### src/rtl/core/assert_macros.svh
// assertion helpers shared by the rtl
`ifndef ASSERT_MACROS_SVH
`define ASSERT_MACROS_SVH

`ifndef ASSERT_OFF
`define ASSERT_AT(name, clk, rst_n, prop) \
  name: assert property (@(posedge clk) disable iff (!rst_n) (prop)) \
    else $error("assertion failed");
`define ASSERT_NEVER(name, clk, rst_n, expr) \
  name: assert property (@(posedge clk) disable iff (!rst_n) (!(expr))) \
    else $error("forbidden condition seen");
`else
`define ASSERT_AT(name, clk, rst_n, prop)
`define ASSERT_NEVER(name, clk, rst_n, expr)
`endif

`endif

### src/rtl/core/sha_pkg.sv
package sha_pkg;

  localparam int unsigned BlockBytes = 64;
  localparam int unsigned Rounds     = 64;

  localparam logic [5:0] FillLast   = 6'(BlockBytes - 1);
  localparam logic [5:0] LengthPos  = 6'd56;
  localparam logic [5:0] RoundLast  = 6'(Rounds - 1);
  localparam logic [7:0] PadMark    = 8'h80;
  localparam logic [2:0] WordLast   = 3'd7;

  localparam logic [31:0] HashInit [8] = '{
    32'h6a09e667, 32'hbb67ae85, 32'h3c6ef372, 32'ha54ff53a,
    32'h510e527f, 32'h9b05688c, 32'h1f83d9ab, 32'h5be0cd19
  };

  localparam logic [31:0] RoundK [64] = '{
    32'h428a2f98, 32'h71374491, 32'hb5c0fbcf, 32'he9b5dba5,
    32'h3956c25b, 32'h59f111f1, 32'h923f82a4, 32'hab1c5ed5,
    32'hd807aa98, 32'h12835b01, 32'h243185be, 32'h550c7dc3,
    32'h72be5d74, 32'h80deb1fe, 32'h9bdc06a7, 32'hc19bf174,
    32'he49b69c1, 32'hefbe4786, 32'h0fc19dc6, 32'h240ca1cc,
    32'h2de92c6f, 32'h4a7484aa, 32'h5cb0a9dc, 32'h76f988da,
    32'h983e5152, 32'ha831c66d, 32'hb00327c8, 32'hbf597fc7,
    32'hc6e00bf3, 32'hd5a79147, 32'h06ca6351, 32'h14292967,
    32'h27b70a85, 32'h2e1b2138, 32'h4d2c6dfc, 32'h53380d13,
    32'h650a7354, 32'h766a0abb, 32'h81c2c92e, 32'h92722c85,
    32'ha2bfe8a1, 32'ha81a664b, 32'hc24b8b70, 32'hc76c51a3,
    32'hd192e819, 32'hd6990624, 32'hf40e3585, 32'h106aa070,
    32'h19a4c116, 32'h1e376c08, 32'h2748774c, 32'h34b0bcb5,
    32'h391c0cb3, 32'h4ed8aa4a, 32'h5b9cca4f, 32'h682e6ff3,
    32'h748f82ee, 32'h78a5636f, 32'h84c87814, 32'h8cc70208,
    32'h90befffa, 32'ha4506ceb, 32'hbef9a3f7, 32'hc67178f2
  };

  typedef enum logic [2:0] {
    ST_IDLE,
    ST_PAD_MARK,
    ST_PAD_ZERO,
    ST_PAD_LEN,
    ST_LOAD,
    ST_ROUND,
    ST_ADD,
    ST_OUT
  } sha_state_e;

  typedef enum logic [1:0] {
    SRC_MSG,
    SRC_MARK,
    SRC_ZERO,
    SRC_LEN
  } sha_src_e;

  typedef struct packed {
    logic     shift;
    sha_src_e src;
    logic     load;
    logic     round;
    logic     add;
    logic     out_adv;
    logic     clear;
  } sha_cmd_t;

  typedef struct packed {
    logic [5:0] fill;
    logic       round_last;
    logic       idx_last;
  } sha_status_t;

endpackage

### src/rtl/core/sha_if.sv
interface sha_in_if;
  logic       valid;
  logic       ready;
  logic [7:0] data_byte;
  logic       byte_present;
  logic       end_of_message;

  modport source (output valid, data_byte, byte_present, end_of_message, input ready);
  modport sink (input valid, data_byte, byte_present, end_of_message, output ready);
endinterface

interface sha_out_if;
  logic        valid;
  logic        ready;
  logic [31:0] digest_word;
  logic [2:0]  word_index;
  logic        last_word;

  modport source (output valid, digest_word, word_index, last_word, input ready);
  modport sink (input valid, digest_word, word_index, last_word, output ready);
endinterface

### src/rtl/core/sha_dp.sv
module sha_dp
  import sha_pkg::*;
(
  input  logic        clk_i,
  input  logic        rst_ni,
  input  sha_cmd_t    cmd_i,
  input  logic [7:0]  data_byte_i,
  output sha_status_t status_o,
  output logic [31:0] digest_word_o,
  output logic [2:0]  word_index_o,
  output logic        last_word_o
);

  function automatic logic [31:0] rotr(input logic [31:0] x, input int unsigned n);
    return (x >> n) | (x << (32 - n));
  endfunction

  logic [31:0] hash_q [8];
  logic [31:0] hash_d [8];
  logic [31:0] v_q [8];
  logic [31:0] v_d [8];
  logic [31:0] win_q [16];
  logic [31:0] win_d [16];
  logic [5:0]  fill_q, fill_d;
  logic [5:0]  round_q, round_d;
  logic [2:0]  idx_q, idx_d;
  logic [63:0] bits_q, bits_d;

  logic [7:0]  byte_in;
  logic [31:0] big_s0, big_s1, ch, maj, t1, t2;
  logic [31:0] sm_s0, sm_s1, w_next;

  // byte into the block buffer
  always_comb begin
    case (cmd_i.src)
      SRC_MSG:  byte_in = data_byte_i;
      SRC_MARK: byte_in = PadMark;
      SRC_ZERO: byte_in = 8'h00;
      SRC_LEN:  byte_in = bits_q[{~fill_q[2:0], 3'b000} +: 8];
      default:  byte_in = 8'h00;
    endcase
  end

  // one compression round and one schedule word
  always_comb begin
    big_s1 = rotr(v_q[4], 6) ^ rotr(v_q[4], 11) ^ rotr(v_q[4], 25);
    ch     = (v_q[4] & v_q[5]) ^ (~v_q[4] & v_q[6]);
    t1     = v_q[7] + big_s1 + ch + RoundK[round_q] + win_q[0];
    big_s0 = rotr(v_q[0], 2) ^ rotr(v_q[0], 13) ^ rotr(v_q[0], 22);
    maj    = (v_q[0] & v_q[1]) ^ (v_q[0] & v_q[2]) ^ (v_q[1] & v_q[2]);
    t2     = big_s0 + maj;
    sm_s0  = rotr(win_q[1], 7) ^ rotr(win_q[1], 18) ^ (win_q[1] >> 3);
    sm_s1  = rotr(win_q[14], 17) ^ rotr(win_q[14], 19) ^ (win_q[14] >> 10);
    w_next = sm_s1 + win_q[9] + sm_s0 + win_q[0];
  end

  always_comb begin
    hash_d  = hash_q;
    v_d     = v_q;
    win_d   = win_q;
    fill_d  = fill_q;
    round_d = round_q;
    idx_d   = idx_q;
    bits_d  = bits_q;

    if (cmd_i.shift) begin
      for (int i = 0; i < 15; i++) begin
        win_d[i] = {win_q[i][23:0], win_q[i+1][31:24]};
      end
      win_d[15] = {win_q[15][23:0], byte_in};
      fill_d    = fill_q + 6'd1;
      if (cmd_i.src == SRC_MSG) begin
        bits_d = bits_q + 64'd8;
      end
    end

    if (cmd_i.load) begin
      v_d     = hash_q;
      round_d = '0;
    end

    if (cmd_i.round) begin
      v_d[7] = v_q[6];
      v_d[6] = v_q[5];
      v_d[5] = v_q[4];
      v_d[4] = v_q[3] + t1;
      v_d[3] = v_q[2];
      v_d[2] = v_q[1];
      v_d[1] = v_q[0];
      v_d[0] = t1 + t2;
      for (int i = 0; i < 15; i++) begin
        win_d[i] = win_q[i+1];
      end
      win_d[15] = w_next;
      round_d   = round_q + 6'd1;
    end

    if (cmd_i.add) begin
      for (int i = 0; i < 8; i++) begin
        hash_d[i] = hash_q[i] + v_q[i];
      end
    end

    if (cmd_i.out_adv) begin
      idx_d = idx_q + 3'd1;
    end

    if (cmd_i.clear) begin
      hash_d = HashInit;
      bits_d = '0;
      fill_d = '0;
    end
  end

  always_ff @(posedge clk_i or negedge rst_ni) begin
    if (!rst_ni) begin
      hash_q  <= HashInit;
      fill_q  <= '0;
      round_q <= '0;
      idx_q   <= '0;
      bits_q  <= '0;
    end else begin
      hash_q  <= hash_d;
      fill_q  <= fill_d;
      round_q <= round_d;
      idx_q   <= idx_d;
      bits_q  <= bits_d;
    end
  end

  always_ff @(posedge clk_i) begin
    v_q   <= v_d;
    win_q <= win_d;
  end

  assign status_o.fill       = fill_q;
  assign status_o.round_last = (round_q == RoundLast);
  assign status_o.idx_last   = (idx_q == WordLast);

  assign digest_word_o = hash_q[idx_q];
  assign word_index_o  = idx_q;
  assign last_word_o   = (idx_q == WordLast);

endmodule

### src/rtl/core/sha_ctrl.sv
module sha_ctrl
  import sha_pkg::*;
(
  input  logic        clk_i,
  input  logic        rst_ni,
  input  logic        in_valid_i,
  input  logic        byte_present_i,
  input  logic        end_of_message_i,
  input  logic        out_ready_i,
  input  sha_status_t status_i,
  output logic        in_ready_o,
  output logic        out_valid_o,
  output sha_cmd_t    cmd_o
);

  sha_state_e state_q, state_d;
  logic       end_q, end_d;
  logic       mark_q, mark_d;
  logic       len_q, len_d;

  always_ff @(posedge clk_i or negedge rst_ni) begin
    if (!rst_ni) begin
      state_q <= ST_IDLE;
      end_q   <= 1'b0;
      mark_q  <= 1'b0;
      len_q   <= 1'b0;
    end else begin
      state_q <= state_d;
      end_q   <= end_d;
      mark_q  <= mark_d;
      len_q   <= len_d;
    end
  end

  always_comb begin
    state_d     = state_q;
    end_d       = end_q;
    mark_d      = mark_q;
    len_d       = len_q;
    in_ready_o  = 1'b0;
    out_valid_o = 1'b0;
    cmd_o       = '0;
    cmd_o.src   = SRC_MSG;

    case (state_q)
      ST_IDLE: begin
        in_ready_o = 1'b1;
        if (in_valid_i) begin
          if (byte_present_i) begin
            cmd_o.shift = 1'b1;
            cmd_o.src   = SRC_MSG;
          end
          if (byte_present_i && status_i.fill == FillLast) begin
            end_d   = end_of_message_i;
            state_d = ST_LOAD;
          end else if (end_of_message_i) begin
            end_d   = 1'b1;
            state_d = ST_PAD_MARK;
          end
        end
      end
      ST_PAD_MARK: begin
        cmd_o.shift = 1'b1;
        cmd_o.src   = SRC_MARK;
        mark_d      = 1'b1;
        state_d     = (status_i.fill == FillLast) ? ST_LOAD : ST_PAD_ZERO;
      end
      ST_PAD_ZERO: begin
        if (status_i.fill == LengthPos) begin
          state_d = ST_PAD_LEN;
        end else begin
          cmd_o.shift = 1'b1;
          cmd_o.src   = SRC_ZERO;
          if (status_i.fill == FillLast) begin
            state_d = ST_LOAD;
          end
        end
      end
      ST_PAD_LEN: begin
        cmd_o.shift = 1'b1;
        cmd_o.src   = SRC_LEN;
        if (status_i.fill == FillLast) begin
          len_d   = 1'b1;
          state_d = ST_LOAD;
        end
      end
      ST_LOAD: begin
        cmd_o.load = 1'b1;
        state_d    = ST_ROUND;
      end
      ST_ROUND: begin
        cmd_o.round = 1'b1;
        if (status_i.round_last) begin
          state_d = ST_ADD;
        end
      end
      ST_ADD: begin
        cmd_o.add = 1'b1;
        if (!end_q) begin
          state_d = ST_IDLE;
        end else if (len_q) begin
          state_d = ST_OUT;
        end else if (mark_q) begin
          state_d = ST_PAD_ZERO;
        end else begin
          state_d = ST_PAD_MARK;
        end
      end
      ST_OUT: begin
        out_valid_o = 1'b1;
        if (out_ready_i) begin
          cmd_o.out_adv = 1'b1;
          if (status_i.idx_last) begin
            cmd_o.clear = 1'b1;
            end_d       = 1'b0;
            mark_d      = 1'b0;
            len_d       = 1'b0;
            state_d     = ST_IDLE;
          end
        end
      end
      default: begin
        state_d = ST_IDLE;
      end
    endcase
  end

endmodule

### src/rtl/core/sha256_byte_stream_hasher.sv
// sha-256 over a byte stream: one beat per cycle while a block fills
// a full block goes through load, 64 rounds and add with input held off
// end of message: padding (0x80 mark, zero fill, 64-bit bit count) plus one or two blocks,
// then eight digest beats at one per cycle while out ready is high
// async active-low reset loads the initial hash and clears fill and bit count
`include "assert_macros.svh"

module sha256_byte_stream_hasher
  import sha_pkg::*;
(
  input  logic clk_i,
  input  logic rst_ni,
  sha_in_if.sink    in_i,
  sha_out_if.source out_o
);

  sha_cmd_t    cmd;
  sha_status_t status;

  sha_ctrl u_ctrl (
    .clk_i            (clk_i),
    .rst_ni           (rst_ni),
    .in_valid_i       (in_i.valid),
    .byte_present_i   (in_i.byte_present),
    .end_of_message_i (in_i.end_of_message),
    .out_ready_i      (out_o.ready),
    .status_i         (status),
    .in_ready_o       (in_i.ready),
    .out_valid_o      (out_o.valid),
    .cmd_o            (cmd)
  );

  sha_dp u_dp (
    .clk_i         (clk_i),
    .rst_ni        (rst_ni),
    .cmd_i         (cmd),
    .data_byte_i   (in_i.data_byte),
    .status_o      (status),
    .digest_word_o (out_o.digest_word),
    .word_index_o  (out_o.word_index),
    .last_word_o   (out_o.last_word)
  );

  `ASSERT_NEVER(a_in_out_excl, clk_i, rst_ni, in_i.ready && out_o.valid)
  `ASSERT_AT(a_idx_step, clk_i, rst_ni, (out_o.valid && out_o.ready && !out_o.last_word) |=> (out_o.valid && out_o.word_index == $past(out_o.word_index) + 3'd1))
  `ASSERT_AT(a_back_to_idle, clk_i, rst_ni, (out_o.valid && out_o.ready && out_o.last_word) |=> (in_i.ready && status.fill == 6'd0))
  `ASSERT_AT(a_block_full, clk_i, rst_ni, (in_i.valid && in_i.ready && in_i.byte_present && status.fill == FillLast) |=> !in_i.ready)

endmodule
### src/flat_wrapper.sv
// flat-port wrapper written by rule: the top's interface ports become plain ports
module sha256_byte_stream_hasher_flat import sha_pkg::*;
  (clk_i, rst_ni, in_i_valid, in_i_data_byte, in_i_byte_present, in_i_end_of_message, in_i_ready, out_o_valid, out_o_digest_word, out_o_word_index, out_o_last_word, out_o_ready);
  sha_in_if in_i_i ();
  sha_out_if out_o_i ();
  input  logic clk_i;
  input  logic rst_ni;
  input wire logic [$bits(in_i_i.valid)-1:0] in_i_valid;
  input wire logic [$bits(in_i_i.data_byte)-1:0] in_i_data_byte;
  input wire logic [$bits(in_i_i.byte_present)-1:0] in_i_byte_present;
  input wire logic [$bits(in_i_i.end_of_message)-1:0] in_i_end_of_message;
  output wire logic [$bits(in_i_i.ready)-1:0] in_i_ready;
  output wire logic [$bits(out_o_i.valid)-1:0] out_o_valid;
  output wire logic [$bits(out_o_i.digest_word)-1:0] out_o_digest_word;
  output wire logic [$bits(out_o_i.word_index)-1:0] out_o_word_index;
  output wire logic [$bits(out_o_i.last_word)-1:0] out_o_last_word;
  input wire logic [$bits(out_o_i.ready)-1:0] out_o_ready;
  assign in_i_i.valid = in_i_valid;
  assign in_i_i.data_byte = in_i_data_byte;
  assign in_i_i.byte_present = in_i_byte_present;
  assign in_i_i.end_of_message = in_i_end_of_message;
  assign in_i_ready = in_i_i.ready;
  assign out_o_valid = out_o_i.valid;
  assign out_o_digest_word = out_o_i.digest_word;
  assign out_o_word_index = out_o_i.word_index;
  assign out_o_last_word = out_o_i.last_word;
  assign out_o_i.ready = out_o_ready;
  sha256_byte_stream_hasher u_core (.clk_i(clk_i), .rst_ni(rst_ni), .in_i(in_i_i), .out_o(out_o_i));
endmodule
### config.mk
export PLATFORM = sky130hd
export DESIGN_NAME = sha256_byte_stream_hasher_flat
export DESIGN_NICKNAME = d
export VERILOG_FILES = /design/src/rtl/core/sha_pkg.sv /design/src/rtl/core/sha_if.sv /design/src/rtl/core/sha_dp.sv /design/src/rtl/core/sha_ctrl.sv /design/src/rtl/core/sha256_byte_stream_hasher.sv /design/src/flat_wrapper.sv
export VERILOG_INCLUDE_DIRS = /design/src /design/src/rtl/core
export SDC_FILE = /design/constraint.sdc
export NUM_CORES = 2
export LEC_CHECK = 0
export BUFFER_PORTS_ARGS = -buffer_cell sky130_fd_sc_hd__buf_2
export CORE_ASPECT_RATIO = 1.5
export CORE_MARGIN = 4
export CORE_UTILIZATION = 50
export CTS_CLUSTER_DIAMETER = 120
export DETAILED_ROUTE_END_ITERATION = 12
export GPL_ROUTABILITY_DRIVEN = 1
export PLACE_DENSITY = 0.64
export SYNTH_ARGS = -nofsm -noshare
export SYNTH_HDL_FRONTEND = slang
export SYNTH_HIERARCHICAL = 1
export SYNTH_SLANG_ARGS = --single-unit
### constraint.sdc
create_clock -name clk_i -period 11.3 [get_ports clk_i]
set_input_delay 1.13 -clock clk_i [delete_from_list [all_inputs] [get_ports clk_i]]
set_output_delay 1.13 -clock clk_i [all_outputs]
set_load 0.02 [all_outputs]
* After elaboration in Yosys (flattened, before gate mapping) *
Memories as Yosys holds them, arrays and structs flattened.
Cells that the tools add are included.

word-level totals
  register bits = 1,109
  bits in read-only memories = 2,048
  logic and storage cells = 185
  memories kept = 1

memories
  memory           words  width  rd ports  clocked after memory_dff  wr ports  RTL line      source
  (no name shown)  64     32     1         0                         0         sha_dp.sv:48  t1 = v_q[7] + big_s1 + ch + RoundK[round_q] + win_q[0];

operators by class
  add/sub/neg operators = 22
  magnitude comparators = 2
  equality and inequality tests = 20
  shift-type cells = 1
  muxes and demuxes = 53
  bitwise logic cells = 30
  reduce and logical (&&, ||, !) cells = 16

operators with widths
  kind                   count
  $mux 256               4
  $mux 512               2
  $add 32x32->32         18
  $xor 32x32->32         9
  $mux 64                3
  $and 32x32->32         5
  $mux 32                4
  $bmux 32 s3            1
  $add 64x4->64 const B  1
  $shiftx 64x7->8        1
  $mux 3                 14
  $not 32->32            1
  $or 10x32->32          1
  $or 13x32->32          1
  $or 14x32->32          1
  $or 15x32->32          1
  $or 19x32->32          1
  $or 21x32->32          1
  $or 25x32->32          1
  $or 26x32->32          1
  $or 30x32->32          1
  $or 7x32->32           1
  $pmux 8 s4             1
  $xor 32x22->32         1
  other kinds (31)       69

* Longest topological paths before layout *
  depth after elaboration = 9
  mapped depth = 39
  gate-level depth less buffers = 36

* Hierarchy *
The synthesis kept the hierarchy.

modules (own cells, without submodules)
  module    instances  cells each  area an instance (sq um)
  sha_dp    1          6,918       76,219.4
  sha_ctrl  1          65          511.7

* Worst setup path after synthesis *
Ideal clock, no wire load.

  kind = register to register
  start point = reg u_core.u_ctrl.state_q[2]
  end point = reg u_core/u_dp/win_q[0] (netlist name) (enable)
  setup time = 0.666 ns
  arrival = 7.807 ns
  data required time = 10.634 ns
  path slack = 2.826 ns
  stages on the path, launching flop included = 7
  buffers on the path = 4
  clock period less this slack = 8.474 ns
  path through = dfrtp_1 -> clkbuf_1 -> and3_1 -> clkbuf_1 -> clkbuf_1 -> clkbuf_1 -> or2_2

RTL lines
  item                    RTL line        source
  start, declared         sha_ctrl.sv:16  sha_state_e state_q, state_d;
  start signal, assigned  sha_ctrl.sv:28  state_q <= state_d;
  end signal, assigned    sha_dp.sv:133   win_q <= win_d;
  end, declared           sha_dp.sv:22    logic [31:0] win_q [16];

==> impl_metrics.csv <==
group,metric,value,unit
route,routed-via-count,55400,
synth,yosysWarnings,6,
synth,synth_area_leaders,"edfxtp_1, mux2_2, dfrtp_1",
clock_network,cts.clk_slew.worst_paths,60,ps
global_routing,grt_first_pass_wirelength,355000,um
critical_path,max_stage_delay,860,ps
critical_path,worstPathMaxFanout,19,
route,wl,239000,um
synth,synth_edf_count,768,
sta,clock.fmax,106,MHz
clock_network,clock-sinks,1106,
job,drv_cap,0,
floorplanning,fp-row-count,175,
synth,postSynthCellCount,6983,
global_routing,grtUsageTotal,0.295,
synth,yosysTopAreaCell,"edfxtp_1",
critical_path,crit_buf_inv,3,
sta,setup-tns-final,0,ps
floorplanning,ioPinCount,52,
clock_network,cts_resized,0,
route,drt-initial-drc-count,4532,
global_routing,overflow,0,
sta,setup-violations-final,0,
critical_path,crit_path_start_kind,"flip-flop",
sta,fin_crit_sh,0.836,
finish,drive_gt1_frac,0.191,
finish,area_growth,8.00,%
synth,synth_flop_cell,"edfxtp_1",
critical_path,path_class,"reg -> reg",
run_status,status,"finished, final reports clean",
clock_network,htreeDepth,3,
finish,fin_nets,7507,
placement,dp_hpwl,178000,um
global_routing,met1_usage,0.322,
synth,synthesis.nets,7593,
sta,finalHoldViolCount,0,
min_path,hp-class,"in -> async",
sta,min_period,9440,ps
floorplanning,die_h,488,um
finish,fillers,13200,
floorplanning,start_util,0.504,
critical_path,cpMaxStageDelayCell,"ha_1",
synth,ys_types,99,
synth,avgSynthCellArea,11.0,um^2
global_routing,grt.busiest_layer,"met2",
critical_path,cp-end-kind,"flip-flop",
critical_path,worstPathRequired,11820,ps
critical_path,cpMostUsedCell,"a21oi_1",
clock_network,cts_root_buf,"clkbuf_16",
placement,place.port_buffers,51,
critical_path,crit_family,"compound AO/OA/AOI/OAI gates",
floorplanning,die_area,0.160,mm^2
floorplanning,core_area,0.152,mm^2
synth,synth.ff_latch_count,1106,
synth,yosysSeqAreaShare,0.413,
global_routing,met2_usage,0.530,
sta,fin_skew,37.5,ps
clock_network,clk_path_buf_depth,3,
synth,synth_top_area_share,0.301,
sta,grt_setup_unrepaired,"no",
critical_path,arrival,9960,ps
clock_network,clk_latency,770,ps
synth,ys_async_sr_fraction,0.306,
route,drc,0,
clock_network,cts_tree,"yes",
route,via_per_inst,6.13,
sta,tightestPinTransition,1370,ps
global_routing,gr-usage-met3,0.0344,
floorplanning,die_w,328,um
route,drt-pass1-iter-count,6,
global_routing,first_global_vias,56600,
global_routing,grt_max_degree,178,
synth,syn_area,0.0767,mm^2
route,ant_nets,0,
clock_network,ctsHoldBuffers,0,
route,wl_per_cell,26.5,um
clock_network,cts_made_buffers,112,
clock_network,post_cts_buffers,0,
placement,routabilityCongestion,1.01,
global_routing,antenna_found_initial,7,
sta,drv_slew,0,
sta,slew_headroom,0.0645,
flip-flops by register name, indices dropped and copies added (netlist names):
register                  cells
u_core/u_ctrl/mark_q          1
u_core/u_dp/bits_q           61
u_core/u_dp/fill_q            6
u_core/u_ctrl/state_q         3
u_core/u_dp/win_q           512
u_core/u_dp/v_q             256
u_core/u_ctrl/end_q           1
u_core/u_ctrl/len_q           1
u_core/u_dp/round_q           6
u_core/u_dp/word_index_o      3
u_core/u_dp/hash_q          256
metrics by stage:
stage | worst slack [ps] | hold WS (ps) | util | instance area, um^2 | cells
global placement | 1940 | 502 | 0.519 | 79000 | 8818
finish | 1860 | 357 | 0.545 | 82900 | 9032
floorplan | 2830 | 472 | - | 76700 | 6983
CTS | 1880 | 331 | 0.545 | 82900 | 9031
detailed placement | 1870 | 514 | 0.519 | 79000 | 8818
global route | 1230 | 374 | 0.545 | 82900 | 9032
cells in the mapped netlist (32+ instances only):
master and count:
edfxtp_1 768, buf_1 36, dfrtp_1 202, a21oi_1 424, mux2i_1 92, o31ai_1 40
ha_1 399, o211ai_1 45, mux2_2 750, fa_1 197, nor3_1 86, a31oi_1 46
inv_1 442, nor2b_1 64, mux4_2 86, xor2_1 243, and3_1 48, nand2b_1 59
o21ai_0 410, a211oi_1 66, o21a_1 45, a211o_1 43, a21o_1 162, nand4_1 43
dfstp_2 136, nand2_1 445, o21bai_1 33, clkbuf_1 296, or3_1 32, xnor2_1 373
nand3_1 97, nor2_1 429
placed cells by master, fill, tap and decap left out, types with 46 or more instances in the layout:
master	instances
inv_1	439
dfstp_2	136
clkbuf_16	117
a211oi_1	66
buf_4	84
mux4_2	86
edfxtp_1	768
a21o_1	162
nand2b_1	59
xor2_1	243
mux2_2	750
mux2i_1	92
o21ai_0	410
dfrtp_1	195
nor2_1	428
ha_1	399
a21oi_1	424
nand3_1	97
buf_2	50
nor2b_1	64
and3_1	46
nand2_1	444
xnor2_1	373
a31oi_1	46
fa_1	197
nor3_1	86
area by class of cell:
type	count	area (um^2)	area share
clock inverter	48	639	0.00772
sequential	1106	31700	0.383
multi-input combinational	5093	42100	0.508
timing repair buffer	138	956	0.0115
antenna	1	2.50	0.0000302
inverter	446	1690	0.0204
tap	2035	2550	0.0307
clock buffer	165	3210	0.0387
cell families after synthesis:
logic type                 Yosys count  synth area share
adders and majority gates          617             0.119
and+or+nand+nor                   1411            0.0858
buffers and inverters              784            0.0386
AOI/OAI and AO/OA                 1518             0.125
DFF                               1106             0.413
muxes                              929             0.147
xor gates and xnor gates           618            0.0709
routing by layer:
| layer | share of wire | wire length, um |
|---|---|---|
| met1 | 0.36 | 86600 |
| met2 | 0.51 | 122000 |
| met3 | 0.044 | 10600 |
| met4 | 0.083 | 19900 |
| met5 | 0.000054 | 13 |
final timing paths:
kind                                                     startpoint                                   to  slack (ps)  depth (start not counted)
worst min register to register  u_core/u_dp/hash_q[207]$_DFFE_PN1P_  u_core/u_dp/hash_q[207]$_DFFE_PN1P_         520                          2
worst min-delay path                                         rst_ni  u_core/u_dp/hash_q[185]$_DFFE_PN0P_         360                          1
worst max-delay path             u_core/u_dp/round_q[0]$_DFFE_PN0P_       u_core/u_dp/v_q[255]$_DFFE_PP_        1860                         31
worst max register to register   u_core/u_dp/round_q[0]$_DFFE_PN0P_       u_core/u_dp/v_q[255]$_DFFE_PP_        1860                         31
max in group asynchronous                                    rst_ni    u_core/u_dp/bits_q[4]$_DFFE_PN0P_        8630                          3
min in group clk_i              u_core/u_dp/hash_q[207]$_DFFE_PN1P_  u_core/u_dp/hash_q[207]$_DFFE_PN1P_         520                          2
Power is not shown: default switching activity piles up to over one toggle a cycle in this logic, so the estimate is an artifact.
